`src/design/teq_pkg.sv`:
```
// shared constants, types and helpers of the timed event queue
package teq_pkg;

   localparam int QUEUE_DEPTH = 16;
   localparam int DATA_WIDTH  = 64;

   localparam int IDX_W      = $clog2(QUEUE_DEPTH);
   localparam int CNT_W      = $clog2(QUEUE_DEPTH + 1);
   localparam int TIME_W     = 32;
   localparam int PAYLOAD_W  = 64;
   localparam int DELAY_W    = 16;
   localparam int FCOUNT_W   = 5;

   typedef enum logic [1:0] {
      KIND_ADD   = 2'd0,
      KIND_FIRED = 2'd1,
      KIND_DONE  = 2'd2
   } kind_type;

   typedef enum logic {
      ACTION_TICK = 1'b0,
      ACTION_ADD  = 1'b1
   } action_type;

   typedef enum logic [2:0] {
      ST_IDLE,
      ST_ADD,
      ST_ADD_CMP,
      ST_ACK_YES,
      ST_ACK_NO,
      ST_TICK_RD,
      ST_TICK_CHK,
      ST_TICK_DONE
   } state_type;

   typedef struct packed {
      logic     capture;
      logic     rd_en;
      logic     rd_head;
      logic     wr_new;
      logic     wr_shift;
      logic     pop;
      logic     advance;
      logic     load;
      kind_type kind;
      logic     accepted;
   } cmd_type;

   typedef struct packed {
      logic full;
      logic occ_zero;
      logic walk_zero;
      logic less;
      logic due;
      logic can_load;
   } status_type;

   // ring position to slot, head plus offset stays below twice the depth
   function automatic logic [IDX_W-1:0] slot_of(logic [IDX_W-1:0] head,
                                                logic [CNT_W-1:0] pos);
      logic [CNT_W:0] sum;
      sum = {{(CNT_W + 1 - IDX_W){1'b0}}, head} + {1'b0, pos};
      if (sum >= (CNT_W + 1)'(QUEUE_DEPTH)) begin
         sum = sum - (CNT_W + 1)'(QUEUE_DEPTH);
      end
      return sum[IDX_W-1:0];
   endfunction

endpackage

```
`src/design/teq_if.sv`:
```
// request and response channel interfaces of the timed event queue
interface teq_req_if;
   logic                                valid;
   logic                                ready;
   logic                                action;
   logic [teq_pkg::PAYLOAD_W-1:0]       payload;
   logic signed [teq_pkg::DELAY_W-1:0]  delay;

   modport source (output valid, output action, output payload, output delay, input ready);
   modport sink   (input valid, input action, input payload, input delay, output ready);
endinterface

interface teq_rsp_if;
   logic                              valid;
   logic                              ready;
   teq_pkg::kind_type                 kind;
   logic                              accepted;
   logic [teq_pkg::PAYLOAD_W-1:0]     event_data;
   logic [teq_pkg::FCOUNT_W-1:0]      fired_count;
   logic                              last;

   modport source (output valid, output kind, output accepted, output event_data,
                   output fired_count, output last, input ready);
   modport sink   (input valid, input kind, input accepted, input event_data,
                   input fired_count, input last, output ready);
endinterface

```
`src/design/timed_event_queue.sv`:
```
// Timed event queue: up to QUEUE_DEPTH events held in a ring buffer sorted by 32-bit
// timestamp (timer plus signed delay, wrapping), equal times kept in arrival order. An add
// transaction answers with one acknowledge (accepted low when full); a tick transaction
// answers with one fired result per due head entry, then a closing result with the count,
// and advances the timer. Requests are taken one at a time. An add walks back from the tail,
// reading and comparing each entry and moving each later one one place back, before the new
// entry is written through the single write port; a tick reads and checks the head entry
// for each event it fires. The next request is taken in the cycle after the last response
// is loaded. Each response sits in an output register, so a stalled consumer holds the
// block only when it must deliver the next result.
module timed_event_queue (
   input  logic      clock,
   input  logic      reset,
   teq_req_if.sink   req,
   teq_rsp_if.source rsp
);
   import teq_pkg::*;

   cmd_type    cmd;
   status_type status;

   teq_ctrl u_ctrl (
      .clock      (clock),
      .reset      (reset),
      .req_valid  (req.valid),
      .req_action (req.action),
      .req_ready  (req.ready),
      .status     (status),
      .cmd        (cmd)
   );

   teq_datapath u_datapath (
      .clock           (clock),
      .reset           (reset),
      .cmd             (cmd),
      .status          (status),
      .req_payload     (req.payload),
      .req_delay       (req.delay),
      .rsp_valid       (rsp.valid),
      .rsp_ready       (rsp.ready),
      .rsp_kind        (rsp.kind),
      .rsp_accepted    (rsp.accepted),
      .rsp_event_data  (rsp.event_data),
      .rsp_fired_count (rsp.fired_count),
      .rsp_last        (rsp.last)
   );

endmodule

```
`src/design/teq_ctrl.sv`:
```
// controller state machine of the timed event queue
module teq_ctrl (
   input  logic                clock,
   input  logic                reset,
   input  logic                req_valid,
   input  logic                req_action,
   output logic                req_ready,
   input  teq_pkg::status_type status,
   output teq_pkg::cmd_type    cmd
);
   import teq_pkg::*;

   state_type state_ff;
   state_type state_in;

   always_ff @(posedge clock) begin
      if (reset) begin
         state_ff <= ST_IDLE;
      end else begin
         state_ff <= state_in;
      end
   end

   always_comb begin
      state_in  = state_ff;
      req_ready = 1'b0;
      cmd       = '0;
      cmd.kind  = KIND_ADD;
      unique case (state_ff)
         ST_IDLE: begin
            req_ready = 1'b1;
            if (req_valid) begin
               cmd.capture = 1'b1;
               state_in    = (req_action == ACTION_ADD) ? ST_ADD : ST_TICK_RD;
            end
         end
         ST_ADD: begin
            priority if (status.full) begin
               state_in = ST_ACK_NO;
            end else if (status.walk_zero) begin
               cmd.wr_new = 1'b1;
               state_in   = ST_ACK_YES;
            end else begin
               cmd.rd_en = 1'b1;
               state_in  = ST_ADD_CMP;
            end
         end
         ST_ADD_CMP: begin
            // move the later entry one place back, or drop the new one in
            if (status.less) begin
               cmd.wr_shift = 1'b1;
               state_in     = ST_ADD;
            end else begin
               cmd.wr_new = 1'b1;
               state_in   = ST_ACK_YES;
            end
         end
         ST_ACK_YES, ST_ACK_NO: begin
            if (status.can_load) begin
               cmd.load     = 1'b1;
               cmd.kind     = KIND_ADD;
               cmd.accepted = (state_ff == ST_ACK_YES);
               state_in     = ST_IDLE;
            end
         end
         ST_TICK_RD: begin
            if (status.occ_zero) begin
               state_in = ST_TICK_DONE;
            end else begin
               cmd.rd_en   = 1'b1;
               cmd.rd_head = 1'b1;
               state_in    = ST_TICK_CHK;
            end
         end
         ST_TICK_CHK: begin
            priority if (!status.due) begin
               state_in = ST_TICK_DONE;
            end else if (status.can_load) begin
               cmd.load = 1'b1;
               cmd.kind = KIND_FIRED;
               cmd.pop  = 1'b1;
               state_in = ST_TICK_RD;
            end else begin
               state_in = ST_TICK_CHK;
            end
         end
         ST_TICK_DONE: begin
            if (status.can_load) begin
               cmd.load    = 1'b1;
               cmd.kind    = KIND_DONE;
               cmd.advance = 1'b1;
               state_in    = ST_IDLE;
            end
         end
         default: begin
            state_in = ST_IDLE;
         end
      endcase
   end

endmodule

```
`src/design/teq_datapath.sv`:
```
// ring buffer stores, queue pointers, timer and response register
module teq_datapath (
   input  logic                                clock,
   input  logic                                reset,
   input  teq_pkg::cmd_type                    cmd,
   output teq_pkg::status_type                 status,
   input  logic [teq_pkg::PAYLOAD_W-1:0]       req_payload,
   input  logic signed [teq_pkg::DELAY_W-1:0]  req_delay,
   output logic                                rsp_valid,
   input  logic                                rsp_ready,
   output teq_pkg::kind_type                   rsp_kind,
   output logic                                rsp_accepted,
   output logic [teq_pkg::PAYLOAD_W-1:0]       rsp_event_data,
   output logic [teq_pkg::FCOUNT_W-1:0]        rsp_fired_count,
   output logic                                rsp_last
);
   import teq_pkg::*;

   logic [TIME_W-1:0]     time_mem [QUEUE_DEPTH];
   logic [DATA_WIDTH-1:0] data_mem [QUEUE_DEPTH];

   logic [IDX_W-1:0]      head_ff;
   logic [CNT_W-1:0]      occ_ff;
   logic [TIME_W-1:0]     now_ff;
   logic [CNT_W-1:0]      walk_ff;
   logic [CNT_W-1:0]      count_ff;
   logic [TIME_W-1:0]     new_time_ff;
   logic [DATA_WIDTH-1:0] new_data_ff;
   logic [TIME_W-1:0]     rd_time_ff;
   logic [DATA_WIDTH-1:0] rd_data_ff;

   logic                  rsp_valid_ff;
   kind_type              rsp_kind_ff;
   logic                  rsp_accepted_ff;
   logic [PAYLOAD_W-1:0]  rsp_data_ff;
   logic [FCOUNT_W-1:0]   rsp_count_ff;
   logic                  rsp_last_ff;

   logic [CNT_W-1:0]      walk_prev;
   logic [IDX_W-1:0]      rd_addr;
   logic [IDX_W-1:0]      wr_addr;
   logic [TIME_W-1:0]     delay_ext;

   assign walk_prev = walk_ff - CNT_W'(1);
   assign rd_addr   = cmd.rd_head ? head_ff : slot_of(head_ff, walk_prev);
   assign wr_addr   = slot_of(head_ff, walk_ff);
   assign delay_ext = {{(TIME_W - DELAY_W){req_delay[DELAY_W-1]}}, req_delay};

   assign status.full      = (occ_ff == CNT_W'(QUEUE_DEPTH));
   assign status.occ_zero  = (occ_ff == '0);
   assign status.walk_zero = (walk_ff == '0);
   assign status.less      = (new_time_ff < rd_time_ff);
   assign status.due       = (rd_time_ff <= now_ff);
   assign status.can_load  = !rsp_valid_ff || rsp_ready;

   // single write port: either the new entry or a shifted one
   always_ff @(posedge clock) begin
      if (cmd.wr_new) begin
         time_mem[wr_addr] <= new_time_ff;
         data_mem[wr_addr] <= new_data_ff;
      end else if (cmd.wr_shift) begin
         time_mem[wr_addr] <= rd_time_ff;
         data_mem[wr_addr] <= rd_data_ff;
      end
      if (cmd.rd_en) begin
         rd_time_ff <= time_mem[rd_addr];
         rd_data_ff <= data_mem[rd_addr];
      end
   end

   always_ff @(posedge clock) begin
      if (cmd.capture) begin
         new_time_ff <= now_ff + delay_ext;
         new_data_ff <= req_payload[DATA_WIDTH-1:0];
      end
   end

   always_ff @(posedge clock) begin
      if (reset) begin
         head_ff  <= '0;
         occ_ff   <= '0;
         now_ff   <= '0;
         walk_ff  <= '0;
         count_ff <= '0;
      end else begin
         if (cmd.capture) begin
            walk_ff  <= occ_ff;
            count_ff <= '0;
         end
         if (cmd.wr_shift) begin
            walk_ff <= walk_prev;
         end
         if (cmd.wr_new) begin
            occ_ff <= occ_ff + CNT_W'(1);
         end
         if (cmd.pop) begin
            head_ff  <= slot_of(head_ff, CNT_W'(1));
            occ_ff   <= occ_ff - CNT_W'(1);
            count_ff <= count_ff + CNT_W'(1);
         end
         if (cmd.advance) begin
            now_ff <= now_ff + TIME_W'(1);
         end
      end
   end

   // response register, one transaction held while downstream stalls
   always_ff @(posedge clock) begin
      if (reset) begin
         rsp_valid_ff <= 1'b0;
      end else if (cmd.load) begin
         rsp_valid_ff <= 1'b1;
      end else if (rsp_ready) begin
         rsp_valid_ff <= 1'b0;
      end
   end

   always_ff @(posedge clock) begin
      if (cmd.load) begin
         rsp_kind_ff     <= cmd.kind;
         rsp_accepted_ff <= cmd.accepted;
         rsp_data_ff     <= (cmd.kind == KIND_FIRED) ? PAYLOAD_W'(rd_data_ff) : '0;
         rsp_count_ff    <= (cmd.kind == KIND_DONE) ? FCOUNT_W'(count_ff) : '0;
         rsp_last_ff     <= (cmd.kind != KIND_FIRED);
      end
   end

   assign rsp_valid       = rsp_valid_ff;
   assign rsp_kind        = rsp_kind_ff;
   assign rsp_accepted    = rsp_accepted_ff;
   assign rsp_event_data  = rsp_data_ff;
   assign rsp_fired_count = rsp_count_ff;
   assign rsp_last        = rsp_last_ff;

endmodule

```
`src/flat_wrapper.sv`:
```
// flat-port wrapper written by rule: the top's interface ports become plain ports
module timed_event_queue_flat import teq_pkg::*;
  (clock, reset, req_valid, req_action, req_payload, req_delay, req_ready, rsp_valid, rsp_kind, rsp_accepted, rsp_event_data, rsp_fired_count, rsp_last, rsp_ready);
  teq_req_if req_i ();
  teq_rsp_if rsp_i ();
  input  logic clock;
  input  logic reset;
  input wire logic [$bits(req_i.valid)-1:0] req_valid;
  input wire logic [$bits(req_i.action)-1:0] req_action;
  input wire logic [$bits(req_i.payload)-1:0] req_payload;
  input wire logic [$bits(req_i.delay)-1:0] req_delay;
  output wire logic [$bits(req_i.ready)-1:0] req_ready;
  output wire logic [$bits(rsp_i.valid)-1:0] rsp_valid;
  output wire logic [$bits(rsp_i.kind)-1:0] rsp_kind;
  output wire logic [$bits(rsp_i.accepted)-1:0] rsp_accepted;
  output wire logic [$bits(rsp_i.event_data)-1:0] rsp_event_data;
  output wire logic [$bits(rsp_i.fired_count)-1:0] rsp_fired_count;
  output wire logic [$bits(rsp_i.last)-1:0] rsp_last;
  input wire logic [$bits(rsp_i.ready)-1:0] rsp_ready;
  assign req_i.valid = req_valid;
  assign req_i.action = req_action;
  assign req_i.payload = req_payload;
  assign req_i.delay = req_delay;
  assign req_ready = req_i.ready;
  assign rsp_valid = rsp_i.valid;
  assign rsp_kind = rsp_i.kind;
  assign rsp_accepted = rsp_i.accepted;
  assign rsp_event_data = rsp_i.event_data;
  assign rsp_fired_count = rsp_i.fired_count;
  assign rsp_last = rsp_i.last;
  assign rsp_i.ready = rsp_ready;
  timed_event_queue u_core (.clock(clock), .reset(reset), .req(req_i), .rsp(rsp_i));
endmodule
```
`config.mk`:
```
export PLATFORM = sky130hd
export DESIGN_NAME = timed_event_queue_flat
export DESIGN_NICKNAME = d
export VERILOG_FILES = /design/src/design/teq_pkg.sv /design/src/design/teq_if.sv /design/src/design/timed_event_queue.sv /design/src/design/teq_ctrl.sv /design/src/design/teq_datapath.sv /design/src/flat_wrapper.sv
export SDC_FILE = /design/constraint.sdc
export NUM_CORES = 2
export LEC_CHECK = 0
export BUFFER_PORTS_ARGS = -buffer_cell sky130_fd_sc_hd__buf_2
export CAP_MARGIN = 20
export CORE_MARGIN = 5
export CORE_UTILIZATION = 40
export DETAILED_ROUTE_END_ITERATION = 16
export PLACE_DENSITY_LB_ADDON = 0.12
export SYNTH_ARGS = -nofsm -noshare
export SYNTH_HDL_FRONTEND = slang
export SYNTH_SLANG_ARGS = --single-unit
export TNS_END_PERCENT = 20
```
`constraint.sdc`:
```
create_clock -name clock -period 11.8 [get_ports clock]
set_input_delay 1.77 -clock clock [delete_from_list [all_inputs] [get_ports clock]]
set_output_delay 1.77 -clock clock [all_outputs]
set_load 0.02 [all_outputs]
```
Word-level counts from Yosys, hierarchy flattened
Memories as Yosys holds them, arrays and structs flattened. A register that Yosys moved wholly into a read port is not among the register bits.
Cells that the tools add are included.
- register bits after elaboration: 224
- latch bits: 0
- memory bits (writable): 1536
- bits in read-only memories: 0
- bits of input ports: 85
- logic and storage cells: 113
- memories: 2
- memories (name ; words ; width ; read ports ; clocked after Yosys merged registers in ; write ports ; line ; text):
    u_core.u_datapath.data_mem ; 16 ; 64 ; 1 ; 1 ; 1 ; teq_datapath.sv:20 ; logic [DATA_WIDTH-1:0] data_mem [QUEUE_DEPTH];
    u_core.u_datapath.time_mem ; 16 ; 32 ; 1 ; 1 ; 1 ; teq_datapath.sv:19 ; logic [TIME_W-1:0] time_mem [QUEUE_DEPTH];
- add/sub/neg operators: 12
- $mul: 0
- div/mod/pow operators: 0
- $lt $le $gt $ge: 5
- equality and inequality tests: 13
- shifts and indexed selects: 0
- mux-type cells: 52
- bitwise logic cells: 2
- reductions and logical operators: 13
- operators with widths (operator ; count):
    $mux W64 ; 1
    $add A32 B1 Y32 const B ; 1
    $add A32 B32 Y32 ; 1
    $le A32 B32 Y1 ; 1
    $lt A32 B32 Y1 ; 1
    $mux W32 ; 1
    $mux W5 ; 6
    $mux W1 ; 24
    $mux W4 ; 6
    $mux W3 ; 7
    $pmux W3 S6 ; 1
    $add A4 B5 Y6 ; 2
    $eq A3 B3 Y1 const B ; 4
    $ge A6 B5 Y1 const B ; 2
    $sub A4 B1 Y4 const B ; 3
    $add A5 B1 Y5 const B ; 2
    $logic_not A5 Y1 ; 2
    $sub A5 B1 Y5 const B ; 2
    $pmux W3 S3 ; 1
    $reduce_bool A2 Y1 ; 4
    $eq A3 B2 Y1 const B ; 2
    $mux W2 ; 3
    $add A4 B1 Y5 const B ; 1
    $eq A5 B5 Y1 const B ; 1
    14 further kinds ; 18

Logic depth before layout (Yosys ltp)
- depth in word-level cells: 7
- gate-level depth with buffers: 18

By module
A second synthesis with hierarchy kept.
- cells, all modules: 5319
- area, all modules: 75860.3 sq um
- by module, submodules not included (module ; times used ; cells each ; area an instance (sq um)):
    teq_datapath ; 1 ; 5266 ; 75481.1
    teq_ctrl ; 1 ; 53 ; 379.1

Worst setup path before layout
No wires, ideal clock.
- path type: flip-flop to flip-flop
- start point: reg u_core.u_datapath.walk_ff[1]
- end point: reg u_core.u_datapath.rd_data_ff[0] (read register of u_core.u_datapath.data_mem), enable pin
- arrival: 7.524 ns
- required time: 11.117 ns
- path slack: 3.593 ns
- cell stages (with the launch flop): 6
- clock period less this slack: 8.207 ns
- path through: dfxtp_1 > inv_1 > ha_1 > nand2_1 > nor2_1 > o21ai_0
- RTL lines (item ; line ; text):
    start, declared ; teq_datapath.sv:25 ; logic [CNT_W-1:0] walk_ff;
    start signal, assigned ; teq_datapath.sv:91 ; walk_ff <= walk_prev;
    end, declared ; teq_datapath.sv:30 ; logic [DATA_WIDTH-1:0] rd_data_ff;

Final worst setup path
- start point: reg u_core.u_ctrl.state_ff[0]
- end point: reg u_core.u_datapath.rd_time_ff[30] (read register of u_core.u_datapath.time_mem), data pin
- word-level cells in the longest chain between the ends: 3
- elaborated cells on any way between the ends: 5
- those cells by class: 2 x eq/ne; 3 x mux
- RTL lines (item ; line ; text):
    start, declared ; teq_ctrl.sv:13 ; state_type state_ff;
    start signal, assigned ; teq_ctrl.sv:20 ; state_ff <= state_in;
    $eq A3 B3 Y1 ; teq_ctrl.sv:29 ; unique case (state_ff)
    $mux W1 ; teq_ctrl.sv:29 ;
    $mux W4 ; teq_datapath.sv:45 ; assign rd_addr = cmd.rd_head ? head_ff : slot_of(head_ff, walk_prev);
    end, declared ; teq_datapath.sv:29 ; logic [TIME_W-1:0] rd_time_ff;
Several ways; a longest one is shown, not always the timed one.
A chain may end at the register's enable or synchronous reset.

==> reports/metrics.yaml <==
pwr:
  p_seq_share_pct: 49.1
  switching_share_pct: 24.7
  power_density_nw_per_um2: 188
  p_leak_nw: 26.7
  p_int_mw: 12.0
  power.share.clock_pct: 37.4
  power_switching_mw: 3.91
  ir_worst_vdd_mv: 0.142
  comb_power_share_pct: 13.5
  power_mw: 15.9
finish:
  finalNetCount: 4258
  final_cell_mix: "edfxtp_1 (1,801), mux4_2 (384), clkbuf_16 (200)"
  layout_commonest_cell: "edfxtp_1"
  area_growth_syn_to_layout_pct: 13.8
  layout-drive-gt1-share_pct: 23.6
  post-route-cell-area_um2: 84400
grt:
  grt_pass1_wl_um: 259000
  grt_antenna_before_repair: 5
  grt.total_usage_pct: 18.2
  grt_max_degree: 133
  grt_pass1_vias: 37900
  grt-ovfl-total: 0
timing:
  worst_slew_margin_rel_pct: 23.0
  rsz0062_at_grt: "false"
  finalHoldViolations: 0
  final.min_clock_period_ps: 5120
  tightest_slew_ps: 1150
  final-setup-viol-count: 0
  fin_crit_sh_pct: 43.4
  setup_ws_ps: 6680
  fin_skew_ps: 27.1
  finalMaxSlewViolations: 0
  tns_ps: 0
  maxClockFrequency_ghz: 0.195
routing:
  vias_per_cell: 5.44
  drtIter0Drc: 2908
  route.vias.total: 36500
  ant_nets: 0
  drc: 0
  drt_pre_antenna_iters: 5
  wirelength_um: 176000
  avgRoutedWirePerCell_um: 26.3
floorplanning:
  core_um2: 185000
  dieArea_um2: 194000
  dieHeight_um: 440
  start_util_pct: 40.1
  die_x_um: 440
  placementRows: 158
  num_io_pins: 160
setup_path:
  cp_common_cell: "buf_12"
  cp-start-kind: "flip-flop"
  reg2reg_depth: 11
  required_ps: 12290
  critPathCaptureType: "flip-flop"
  rr_endpoint: "u_core.u_datapath.rd_time_ff[30]"
  path_max_fanout: 101
  worstPathArrival_ps: 5610
  path_class: "flip-flop to flip-flop"
  cpPeakStageDelay_ps: 750
  reg2reg_from: "u_core.u_ctrl.state_ff[0]"
  path_cells: "inv_1 > nor2_1 > nand3_2 > mux2i_4 > buf_4 > buf_12 > buf_12 > mux4_2 > nor2b_1 > a211oi_1 > a21oi_1"
  reg2reg_slack_ps: 6680
  critPathSlowestCell: "buf_12"
clock_tree:
  post_cts_buffers: 0
  numCtsBuffers: 194
  cts-root-buf: "clkbuf_16"
  cts_tree: "yes"
  clkTransAtPathRegs_ps: 60
  clkLatencyLatePin_ps: 810
  cts_sinks: 1856
  clockBufferDepth: 3
  cts_resized: 0
  cts_max_level: 4
  holdBufCountCts: 0
run_status:
  status: "finished, final reports clean"
yosys:
  synth_cells: 3779
  syn_nets: 3975
  ys_seq_elements: 1856
  syn_area_um2: 74100
  yosysWarnings: 0
  synth_cell_types: 68
  synth_ff_type: "edfxtp_1"
  syn_avg_cell_area_um2: 19.6
  seq_area_frac_synth_pct: 74.5
  async_flop_share_pct: 0
  synth_edf_count: 1801
worst_hold_path:
  hp-class: "flip-flop to flip-flop"
  min_to: "u_core.u_datapath.count_ff[4]"
  min_from: "u_core.u_datapath.count_ff[4]"
  min_path_cells: 1
placed_design:
  io_buffers: 159
  dp_slack_ps: 6290
  place_area_um2: 78200
  gp_congestion: 0.803
  dp_hpwl_um: 89800
job:
  max-cap-violations: 0
## how the worst max path moves through the flow
stage	start	end	slack, ps
global placement	rsp_ready	u_core.u_datapath.occ_ff[4]	6390
finish	u_core.u_ctrl.state_ff[0]	u_core.u_datapath.rd_time_ff[30]	6680
detailed placement	rsp_ready	u_core.u_datapath.occ_ff[4]	6290
global route	u_core.u_ctrl.state_ff[0]	u_core.u_datapath.rd_time_ff[30]	6060
CTS	u_core.u_ctrl.state_ff[0]	u_core.u_datapath.rd_time_ff[24]	6490
floorplan	u_core.u_datapath.walk_ff[1]	u_core.u_datapath.rd_data_ff[0]	3590
## cell families after synthesis
kind of cell,count (synthesis),share of synthesized area (%)
flops,1856,74.5
buf+inv,258,1.62
mux,551,14.0
xor+xnor,66,0.780
fa+ha+maj,111,1.91
simple gates,512,3.59
compound gates,425,3.58
## stage by stage
| stage | std cells | utilization (%) | hold WS (ps) |
|---|---|---|---|
| final | 6703 | 45.6 | 475 |
| after global routing | 6703 | 45.6 | 515 |
| after CTS | 6701 | 45.6 | 475 |
| after detailed placement | 6345 | 42.3 | 464 |
| after global placement | 6342 | 42.3 | 460 |
| after floorplan | 3779 | - | 431 |
## cell usage after synthesis, drive strengths merged, types with 2 or more instances
library cell	n	share of area, %
o31a	2	0.024
mux4	384	12
fa	4	0.11
o21ai	69	0.47
and4	6	0.071
and2	71	0.60
o21bai	2	0.020
inv	85	0.43
a21o	22	0.22
a41oi	3	0.035
nand3	43	0.30
dfxtp	55	1.5
nand2	100	0.51
o211ai	5	0.051
nand4	19	0.16
o21a	9	0.091
nand2b	7	0.059
a31oi	8	0.068
a221oi	8	0.095
buf	89	0.75
nor3	24	0.16
nand3b	2	0.020
o31ai	2	0.020
xor2	12	0.14
clkbuf	83	0.43
mux2i	102	1.4
xnor2	54	0.64
a21boi	5	0.051
a2111oi	3	0.035
o221ai	2	0.024
edfxtp	1801	73
a211oi	105	1.1
a211o	3	0.035
nor4	6	0.071
a311oi	2	0.024
nor2	100	0.51
ha	107	1.8
mux2	65	0.99
or3	5	0.042
a21oi	163	1.1
and3	17	0.14
nor2b	108	0.91
## worst max-delay path: cells and delay by family, from the launching register on
kind            cells  cell delay [ps]
buf+inv             4             2070
mux                 2              900
simple gates        3              820
flops               1              540
compound gates      2              400
## flip-flops by register name, indices dropped and copies added, names as in the netlist, 2 cells and up
name,count
u_core.u_datapath.occ_ff,5
u_core.u_datapath.new_time_ff,32
u_core.u_ctrl.state_ff,3
u_core.u_datapath.count_ff,5
u_core.u_datapath.rsp_fired_count,5
u_core.u_datapath.now_ff,32
u_core.u_datapath.time_mem,512
u_core.u_datapath.data_mem,1024
u_core.u_datapath.new_data_ff,64
u_core.u_datapath.head_ff,4
u_core.u_datapath.rsp_event_data,64
u_core.u_datapath.rd_data_ff,64
u_core.u_datapath.rd_time_ff,32
u_core.u_datapath.rsp_kind,2
u_core.u_datapath.walk_ff,5
## area by class of cell
type	instances	area [um^2]
Clock buffer	251	5200
Timing Repair Buffer	259	1700
Antenna cell	1	2.50
Sequential cell	1856	55200
Tap cell	2480	3100
Inverter	86	328
Clock inverter	105	927
Multi-Input combinational cell	1665	17900
Fill cell	15700	100000
## power by group through the flow
stage	Clock, mW	Sequential, mW	Combinational (mW)
finish	5.94	7.79	2.14
global route	6.38	7.81	2.35
CTS	6.10	7.79	2.21
detailed placement	0	7.93	2.20
global placement	0	7.93	2.19
floorplan	0	7.98	1.43
## routing by layer
metal	GRT usage, %	vias to the layer above	part of all wire (%)	wire [um]
met5	0	-	0	0
met4	4.43	0	1.9	3390
met3	2.72	249	4.4	7710
met2	29.0	790	47	83300
met1	26.5	19500	46	81700
li1	-	15900	-	-
Power figures use the tool's default switching activity.
